[config.mk]
export PLATFORM = sky130hd
export DESIGN_NAME = binary_search_divider
export DESIGN_NICKNAME = d
export VERILOG_FILES = /design/src/design/bsd_pkg.sv /design/src/design/bsd_datapath.sv /design/src/design/bsd_ctrl.sv /design/src/design/binary_search_divider.sv
export VERILOG_INCLUDE_DIRS = /design/src /design/src/design
export SDC_FILE = /design/constraint.sdc
export NUM_CORES = 1
export LEC_CHECK = 0
export BUFFER_PORTS_ARGS = -buffer_cell sky130_fd_sc_hd__buf_2
export CORE_MARGIN = 3
export CORE_UTILIZATION = 63
export DETAILED_ROUTE_END_ITERATION = 16
export PLACE_DENSITY_LB_ADDON = 0.15
export SLEW_MARGIN = 20
export SYNTH_ARGS = -nofsm -noshare
export SYNTH_HDL_FRONTEND = slang
export SYNTH_SLANG_ARGS = --single-unit
[constraint.sdc]
create_clock -name clk_i -period 4.6 [get_ports clk_i]
set_clock_uncertainty 0.15 [all_clocks]
set_input_delay 0.23 -clock clk_i [delete_from_list [all_inputs] [get_ports clk_i]]
set_output_delay 0.23 -clock clk_i [all_outputs]
set_load 0.03 [all_outputs]
[src/design/binary_search_divider_assert.svh]
// ----------------------------------------------------------------------------
// Binary search divider assertion macros
// Clocked, reset-qualified property wrappers used by the divider controller.
// ----------------------------------------------------------------------------
`ifndef BINARY_SEARCH_DIVIDER_ASSERT_SVH
`define BINARY_SEARCH_DIVIDER_ASSERT_SVH

// Same-cycle implication, sampled on clk_i, off while rst_ni is low
`define BSD_ASSERT_IMPL(lbl, ante, cons, msg) \
  lbl: assert property (@(posedge clk_i) disable iff (!rst_ni) (ante) |-> (cons)) \
    else $error(msg);

// Next-cycle implication, sampled on clk_i, off while rst_ni is low
`define BSD_ASSERT_NEXT(lbl, ante, cons, msg) \
  lbl: assert property (@(posedge clk_i) disable iff (!rst_ni) (ante) |=> (cons)) \
    else $error(msg);

`endif

[src/design/bsd_pkg.sv]
// ----------------------------------------------------------------------------
// Binary search divider package
// Shared width constant, controller state type and datapath command struct.
// ----------------------------------------------------------------------------
package bsd_pkg;

  // Default operand and quotient width
  localparam int unsigned OperandBits = 31;

  typedef enum logic [1:0] {
    ST_IDLE,
    ST_RUN,
    ST_PUSH
  } bsd_state_e;

  // Controller to datapath commands
  typedef struct packed {
    logic load;  // capture operands, clear remainder
    logic step;  // one quotient bit trial
    logic push;  // move finished result into the output register
  } bsd_cmd_t;

endpackage

[src/design/bsd_datapath.sv]
// ----------------------------------------------------------------------------
// Binary search divider datapath
// Operand registers, one trial subtract and compare per quotient bit, and the
// output register that holds a finished result until it is taken.
// ----------------------------------------------------------------------------
module bsd_datapath #(
  parameter int unsigned OPERAND_BITS = 31
) (
  input  logic                    clk_i,
  input  bsd_pkg::bsd_cmd_t       cmd_i,
  input  logic [OPERAND_BITS-1:0] numerator_i,
  input  logic [OPERAND_BITS-1:0] denominator_i,
  output logic [OPERAND_BITS-1:0] floor_quotient_o,
  output logic                    zero_divisor_o
);
  import bsd_pkg::*;

  localparam int unsigned OB = OPERAND_BITS;

  logic [OB-1:0] num_q, num_d;    // numerator kept for the zero divisor case
  logic [OB-1:0] den_q, den_d;
  logic [OB-1:0] shq_q, shq_d;    // numerator bits shift out, quotient bits in
  logic [OB-1:0] rem_q, rem_d;
  logic [OB-1:0] res_q, res_d;
  logic          zdiv_q, zdiv_d;
  logic [OB:0]   trial;
  logic [OB+1:0] diff;
  logic          fits;

  // Candidate bit set: accept it when the partial product stays within range
  assign trial = {rem_q, shq_q[OB-1]};
  assign diff  = {1'b0, trial} - {2'b00, den_q};
  assign fits  = ~diff[OB+1];

  always_comb begin
    num_d  = num_q;
    den_d  = den_q;
    shq_d  = shq_q;
    rem_d  = rem_q;
    res_d  = res_q;
    zdiv_d = zdiv_q;
    if (cmd_i.load) begin
      num_d = numerator_i;
      den_d = denominator_i;
      shq_d = numerator_i;
      rem_d = '0;
    end else if (cmd_i.step) begin
      shq_d = {shq_q[OB-2:0], fits};
      rem_d = fits ? diff[OB-1:0] : trial[OB-1:0];
    end
    if (cmd_i.push) begin
      zdiv_d = (den_q == '0);
      res_d  = (den_q == '0) ? num_q : shq_q;
    end
  end

  always_ff @(posedge clk_i) begin
    num_q  <= num_d;
    den_q  <= den_d;
    shq_q  <= shq_d;
    rem_q  <= rem_d;
    res_q  <= res_d;
    zdiv_q <= zdiv_d;
  end

  assign floor_quotient_o = res_q;
  assign zero_divisor_o   = zdiv_q;

endmodule

[src/design/bsd_ctrl.sv]
// ----------------------------------------------------------------------------
// Binary search divider controller
// Sequences load, one trial per quotient bit and the result push, and owns
// both stream handshakes.
// ----------------------------------------------------------------------------
`include "binary_search_divider_assert.svh"

module bsd_ctrl #(
  parameter int unsigned OPERAND_BITS = 31
) (
  input  logic              clk_i,
  input  logic              rst_ni,
  input  logic              in_valid_i,
  output logic              in_ready_o,
  output logic              out_valid_o,
  input  logic              out_ready_i,
  output bsd_pkg::bsd_cmd_t cmd_o
);
  import bsd_pkg::*;

  localparam int unsigned CntBits = $clog2(OPERAND_BITS);
  localparam logic [CntBits-1:0] CntTop = CntBits'(OPERAND_BITS - 1);

  bsd_state_e         state_q, state_d;
  logic [CntBits-1:0] cnt_q, cnt_d;
  logic               ovld_q, ovld_d;
  logic               out_free;

  assign out_free = ~ovld_q | out_ready_i;

  always_comb begin
    state_d    = state_q;
    cnt_d      = cnt_q;
    ovld_d     = ovld_q & ~out_ready_i;
    cmd_o      = '0;
    in_ready_o = 1'b0;
    unique case (state_q)
      ST_IDLE: begin
        in_ready_o = 1'b1;
        if (in_valid_i) begin
          cmd_o.load = 1'b1;
          cnt_d      = CntTop;
          state_d    = ST_RUN;
        end
      end
      ST_RUN: begin
        cmd_o.step = 1'b1;
        cnt_d      = cnt_q - 1'b1;
        if (cnt_q == '0) begin
          state_d = ST_PUSH;
        end
      end
      ST_PUSH: begin
        // hold the result until the output register has room
        if (out_free) begin
          cmd_o.push = 1'b1;
          ovld_d     = 1'b1;
          state_d    = ST_IDLE;
        end
      end
      default: state_d = ST_IDLE;
    endcase
  end

  always_ff @(posedge clk_i or negedge rst_ni) begin
    if (!rst_ni) begin
      state_q <= ST_IDLE;
      cnt_q   <= '0;
      ovld_q  <= 1'b0;
    end else begin
      state_q <= state_d;
      cnt_q   <= cnt_d;
      ovld_q  <= ovld_d;
    end
  end

  assign out_valid_o = ovld_q;

  `BSD_ASSERT_NEXT(a_load_starts_run, cmd_o.load,
                   state_q == ST_RUN && cnt_q == CntTop, "load did not start a full run")
  `BSD_ASSERT_NEXT(a_last_step_pushes, state_q == ST_RUN && cnt_q == '0,
                   state_q == ST_PUSH, "run did not end after the last bit")
  `BSD_ASSERT_NEXT(a_push_sets_valid, cmd_o.push, ovld_q, "pushed result not presented")
  `BSD_ASSERT_IMPL(a_no_push_over_held, cmd_o.push, !ovld_q || out_ready_i,
                   "result pushed over an untaken one")

endmodule

[src/design/binary_search_divider.sv]
// ----------------------------------------------------------------------------
// Binary search divider
// Unsigned floor division, one quotient bit decided per cycle.
// ----------------------------------------------------------------------------
// Usage:
//   Input stream s_axis: numerator and denominator packed in tdata. An item is
//   taken when tvalid and tready are both high; tready is high only while the
//   divider is idle, so one division is worked on at a time.
//   Output stream m_axis: floor quotient in tdata, zero divisor flag in tuser.
//   A zero denominator returns the numerator as quotient and sets the flag.
// Sequence:
//   The transfer edge loads the operands, one trial subtract and compare per
//   quotient bit follows, and a push moves the result into the output
//   register once that has room. The bit-serial trial loop sets the rate:
//   the next transfer waits for the idle state after the push, so a new item
//   is not taken before the last result has been pushed.
// Stalls:
//   The output register holds a finished result while m_axis_tready_i is low;
//   the next item is accepted and worked on meanwhile, and its result waits
//   in the datapath until the register frees.
// Reset:
//   rst_ni clears the controller and drops m_axis_tvalid_o; operand and
//   result registers are not reset.
// ----------------------------------------------------------------------------
module binary_search_divider #(
  parameter int unsigned OPERAND_BITS = bsd_pkg::OperandBits
) (
  input  logic                                   clk_i,
  input  logic                                   rst_ni,
  input  logic                                   s_axis_tvalid_i,
  output logic                                   s_axis_tready_o,
  // numerator, denominator (from bit 0), zero padded to bytes
  input  logic [((2*OPERAND_BITS+7)/8)*8-1:0]    s_axis_tdata_i,
  output logic                                   m_axis_tvalid_o,
  input  logic                                   m_axis_tready_i,
  // floor_quotient (from bit 0), zero padded to bytes
  output logic [((OPERAND_BITS+7)/8)*8-1:0]      m_axis_tdata_o,
  // zero_divisor
  output logic                                   m_axis_tuser_o
);
  import bsd_pkg::*;

  localparam int unsigned OB       = OPERAND_BITS;
  localparam int unsigned OutBytes = ((OB + 7) / 8) * 8;

  bsd_cmd_t      cmd;
  logic [OB-1:0] quotient;

  bsd_ctrl #(
    .OPERAND_BITS(OB)
  ) u_ctrl (
    .clk_i      (clk_i),
    .rst_ni     (rst_ni),
    .in_valid_i (s_axis_tvalid_i),
    .in_ready_o (s_axis_tready_o),
    .out_valid_o(m_axis_tvalid_o),
    .out_ready_i(m_axis_tready_i),
    .cmd_o      (cmd)
  );

  bsd_datapath #(
    .OPERAND_BITS(OB)
  ) u_datapath (
    .clk_i           (clk_i),
    .cmd_i           (cmd),
    .numerator_i     (s_axis_tdata_i[OB-1:0]),
    .denominator_i   (s_axis_tdata_i[2*OB-1:OB]),
    .floor_quotient_o(quotient),
    .zero_divisor_o  (m_axis_tuser_o)
  );

  assign m_axis_tdata_o = OutBytes'(quotient);

endmodule

After elaboration in Yosys (flattened, before gate mapping)
Index checks and enable logic that the tools add are counted.
{"block": "word_totals", "reg_bits": 164, "latch_bits": 0, "ramBits": 0, "mem_bits_ro": 0, "out_inout_bits": 35, "mem_count": 0}
{"block": "classes", "addsub": 2, "mul": 0, "div_mod_pow": 0, "order_cmp": 0, "eq_ne": 5, "shift": 0, "n_mux": 18, "bitwise": 5, "reduce_logical": 7}
{"operator": "two-way mux 31 bit", "n": 4}
{"operator": "subtractor 32 x 31 -> 33 bit", "n": 1}
{"operator": "zero test 31 bit", "n": 1}
{"operator": "case mux 5 bit (2 select lines)", "n": 1}
{"operator": "two-way mux 1 bit", "n": 8}
{"operator": "two-way mux 2 bit", "n": 3}
{"operator": "case mux 2 bit (3 select lines)", "n": 1}
{"operator": "zero test 5 bit", "n": 1}
{"operator": "two-way mux 5 bit", "n": 1}
{"operator": "subtractor 5 x 1 -> 5 bit, second input constant", "n": 1}
{"operator": "inequality test 2 x 1 -> 1 bit, second input constant", "n": 2}
{"operator": "nonzero test 2 bit", "n": 2}
{"operator": "NOT 1 bit", "n": 3}
{"operator": "AND reduction 3 bit", "n": 1}
{"operator": "equality test 2 x 1 -> 1 bit, second input constant", "n": 1}
{"operator": "equality test 2 bit, second input constant", "n": 1}
{"operator": "zero test 2 bit", "n": 1}
{"operator": "inequality test 2 bit, second input constant", "n": 1}
{"operator": "AND reduction 2 bit", "n": 1}
{"operator": "AND 1 bit", "n": 1}
{"operator": "bitwise OR 1 bit", "n": 1}

Longest topological paths before layout
{"block": "logic_depth", "ltp_word": 4, "ltp_mapped": 13}

Hierarchy
From an unflattened synthesis, not the netlist that was laid out.
{"block": "hier_totals", "hier_cells": 706, "area_unflattened_um2": 8449.4}
{"mod": "bsd_datapath", "instances": 1, "cells_each": 666, "area_per_inst_um2": 8039.0, "seq_area_each_um2": 4374.2}
{"mod": "bsd_ctrl", "instances": 1, "cells_each": 38, "area_per_inst_um2": 399.1, "seq_area_each_um2": 200.2}
{"mod": "binary_search_divider", "instances": 1, "cells_each": 2, "area_per_inst_um2": 11.3, "seq_area_each_um2": 0.0}

Least setup slack after synthesis
OpenSTA, ideal clock, no wires.
{"block": "synth_timing", "path_type": "register -> register", "start": "reg u_ctrl.state_q[1]", "end": "reg u_datapath.den_q[0], enable pin", "setup_time_ns": 0.451, "t_arrival_ns": 3.061, "required_time_ns": 3.999, "path_slack_ns": 0.938, "path_stages_with_launch": 5, "n_path_buf": 1, "path_cell_list": "dfrtp_1 -> nor2_1 -> nand2_1 -> inv_2 -> clkbuf_1"}
{"element": "start: declaration", "line": "bsd_ctrl.sv:24", "text": "bsd_state_e state_q, state_d;"}
{"element": "start signal: assignment", "line": "bsd_ctrl.sv:71", "text": "state_q <= state_d;"}
{"element": "end signal: assignment", "line": "bsd_datapath.sv:59", "text": "den_q <= den_d;"}
{"element": "end: declaration", "line": "bsd_datapath.sv:21", "text": "logic [OB-1:0] den_q, den_d;"}

Worst setup path in the final report
{"block": "layout_timing", "start": "reg u_datapath.den_q[2]", "end": "reg u_datapath.rem_q[0]"}
{"block": "layout_between", "elab_chain_len": 2}
{"element": "subtractor 32 x 31 -> 33 bit", "line": "bsd_datapath.sv:32", "text": "assign diff = {1'b0, trial} - {2'b00, den_q};"}
{"element": "two-way mux 31 bit", "line": "bsd_datapath.sv:49", "text": "rem_d = fits ? diff[OB-1:0] : trial[OB-1:0];"}
{"element": "end signal: assignment", "line": "bsd_datapath.sv:61", "text": "rem_q <= rem_d;"}
{"element": "end: declaration", "line": "bsd_datapath.sv:23", "text": "logic [OB-1:0] rem_q, rem_d;"}
No other way between the ends.
A chain may end at the register's enable or synchronous reset.

==> flow_metrics.py <==
metrics = {
    "outcome": {
        "outcome": "finished clean",
    },
    "yosys": {
        "synth-async-reset-ratio_pct": 4.88,
        "synth_area_sq_mm": 0.00805,
        "netlist_instances": 718,
        "ys.flop_type": "edfxtp_1",
        "yosys-top-cells-area": "edfxtp_1, dfxtp_1, nand2_1",
        "yosysTopAreaCellShare_pct": 46.6,
        "syn-num-nets": 820,
        "ys_seq_elements": 164,
        "synth_cell_types": 68,
        "yosysTopAreaCell": "edfxtp_1",
        "seq_area_frac_synth_pct": 56.8,
        "avgSynthCellArea_sq_um": 11.2,
        "synth_warnings": 0,
        "synth_edf_count": 125,
    },
    "critical_path": {
        "critical_path_buf_inv_count": 1,
        "cp.arrival_ps": 3640,
        "endpoint_kind": "flip-flop",
        "slowest_delay_ps": 670,
        "crit_start": "u_datapath.den_q[2]",
        "path_cells": "inv_1, ha_1, nor2b_2, o31ai_4, a31oi_1, o211a_4, nor3_4, or2_1, o21ai_0, a22o_1",
        "cp_slowest_cell": "or2_1",
        "start_kind": "flip-flop",
        "critical_path.top_delay_family": "simple AND/OR/NAND/NOR gates",
        "critPathKind": "flip-flop to flip-flop",
        "worstPathRequired_ps": 4760,
        "rr_startpoint": "u_datapath.den_q[2]",
        "critPathMaxFanout": 18,
    },
    "sta": {
        "hold_viol_final": 0,
        "rsz0062_at_grt": "no",
        "layout_setup_ws_ps": 1120,
        "final_max_slew_viol_count": 0,
        "tightest_slew_ps": 1050,
        "setup_tns_ps": 0,
        "fin_crit_sh_pct": 75.6,
        "fmax_mhz": 287,
        "setup_viol": 0,
        "slew_headroom_pct": 30.1,
        "fin_crit_ps": 3480,
    },
    "pwr": {
        "swShare_pct": 37.5,
        "power_density_mw_per_mm2": 669,
        "clock_power_share_pct": 21.2,
        "p_sw_mw": 2.48,
        "p_int_mw": 4.13,
        "seqPwrFrac_pct": 35.9,
        "p_leak_nw": 4.10,
        "irDropWorstVdd_v": 0.000364,
        "pwr-share-comb_pct": 42.8,
    },
    "global_routing": {
        "grt_max_degree": 97,
        "grt_antenna_before_repair": 0,
        "first_global_vias": 6410,
        "grt_usage_pct": 28.0,
        "grt-ovfl-total": 0,
        "grt_pass1_wl_mm": 31.4,
    },
    "final_layout": {
        "stdcell_count": 1057,
        "most-common-layout-cells": "nand2_1, edfxtp_1, buf_2",
        "diodes": 0,
        "drive_above_1_share_pct": 20.2,
        "final_area_sq_mm": 0.00988,
        "syn_to_final_growth_pct": 22.8,
        "final_common_cell": "nand2_1",
        "layout.nets": 978,
    },
    "clock_network": {
        "clkTransAtPathRegs_ps": 60,
        "tritoncts": "built",
        "postCtsSetupRepairBufs": 0,
        "cts-root-buf": "clkbuf_16",
        "clockBufferDepth": 2,
        "cts_sinks": 164,
        "numCtsBuffers": 17,
        "clock_latency_ps": 430,
        "cts_max_level": 4,
    },
    "detailed_routing": {
        "viasPerCell": 5.90,
        "firstDrtPassIters": 5,
        "antenna_left": 0,
        "wirelength_mm": 19.6,
        "wire_per_inst_microns": 18.5,
        "route.detailed.drc": 0,
        "vias": 6239,
        "drtIter0Drc": 520,
    },
    "floorplanning": {
        "pin_count": 103,
        "die_y_microns": 119,
        "dieArea_sq_mm": 0.0142,
        "initial_utilization_pct": 65.6,
        "placementRows": 40,
        "die_x_microns": 119,
        "core_area_sq_mm": 0.0123,
    },
    "placed_design": {
        "hpwl_mm": 11.6,
        "dp_slack_ps": 1180,
        "place_area_sq_mm": 0.00866,
        "globalplace.congestion": 0.905,
        "portBuffers": 99,
        "placed_cells": 961,
    },
    "hold_path": {
        "hold_class": "input pin to async pin",
    },
    "flow_run": {
        "cap_viol_max_count": 0,
    },
}
==> power by group through the flow <==
stage | clock, mW | sequential, mW | combinational, mW
after floorplan | 0 | 2.31 | 2.21
after global placement | 0 | 2.36 | 2.61
after detailed placement | 0 | 2.38 | 2.72
after CTS | 1.41 | 2.36 | 2.80
after global routing | 1.48 | 2.41 | 3.14
final | 1.40 | 2.38 | 2.83
==> sequential cells by signal, summed over array words and instances, names as in the netlist <==
register / cells
u_datapath.floor_quotient_o: 31
u_ctrl.out_valid_o: 1
u_datapath.den_q: 31
u_datapath.zero_divisor_o: 1
u_datapath.num_q: 31
u_datapath.rem_q: 31
u_ctrl.state_q: 2
u_ctrl.cnt_q: 5
u_datapath.shq_q: 31
==> worst paths after layout <==
kind,end,slack (ps),cells after the start
worst min register to register,u_datapath.rem_q[11],330,2
worst min-delay path,u_ctrl.cnt_q[4],80,2
min in group clk_i,u_ctrl.state_q[0],300,4
worst max register to register,u_datapath.rem_q[0],1120,10
max in group asynchronous,u_ctrl.state_q[1],4050,2
worst max-delay path,u_datapath.rem_q[0],1120,10
==> metal layers <==
layer	vias to the layer above	part of all wire (%)	global-route usage [%]	routed length [microns]
met1	3037	40	33.9	7910
li1	2925	-	-	-
met3	45	5.0	5.75	986
met5	-	0	0	0
met4	0	3.1	12.8	602
met2	232	52	48.1	10100
==> what timing repair did <==
item | in CTS | in global routing
hold buffers | 64 | 0
endpoints found under the hold margin | 101 | 0
resized for setup | 0 | 0
==> through the flow <==
stage | util [%] | hold slack, ps | power, mW
after floorplan | - | -216 | 4.52
after global placement | 70.7 | -74.0 | 4.97
after detailed placement | 70.7 | -70.3 | 5.10
after CTS | 80.6 | 55.1 | 6.57
after global routing | 80.6 | 95.7 | 7.02
final | 80.6 | 81.0 | 6.61
==> cells in the mapped netlist, drive strengths merged (3+ instances only) <==
cell / n
a32oi: 10
mux2i: 16
dfxtp: 31
nor4: 10
o211ai: 4
o21a: 4
nand3: 10
nor3: 15
xnor2: 13
dfrtp: 8
o21ai: 50
nand2b: 11
nor2b: 5
inv: 41
nand2: 137
nand4: 7
xor2: 10
ha: 33
buf: 12
o31ai: 3
clkbuf: 19
edfxtp: 125
a21o: 11
mux2: 31
or2: 4
a211oi: 3
nor2: 19
a21oi: 38
a31oi: 7
==> worst reg2reg max path, delay by kind of cell, from the launching register on <==
family,cells,cell delay [ps]
adder cells (fa/ha/maj),1,270
AO/OA/AOI/OAI,5,1100
buffers and inverters,1,90
AND/OR/NAND/NOR,3,1330
flip-flops,1,420
==> cell families (layout without fill, tap and decap cells) <==
family	Yosys count	count (layout)	share of synthesized area (%)
multiplexers	47	47	6.33
XOR/XNOR	23	23	2.50
buffers and inverters	72	243	3.87
adder cells (fa/ha/maj)	34	34	5.38
other	1	1	0.0466
AND/OR/NAND/NOR	226	226	12.9
flip-flops	164	164	56.8
AO/OA/AOI/OAI	151	151	12.2
==> cell type report <==
cell class                 instances  area, sq um
clock buffer                      24          472
clock inverter                     8          103
fill                             753         2380
inverter                          41          155
multi-input combinational        482         3180
sequential                       164         4570
tap                              168          210
timing repair buffer             170         1190
No activity file was read; power rests on OpenSTA's default activity.
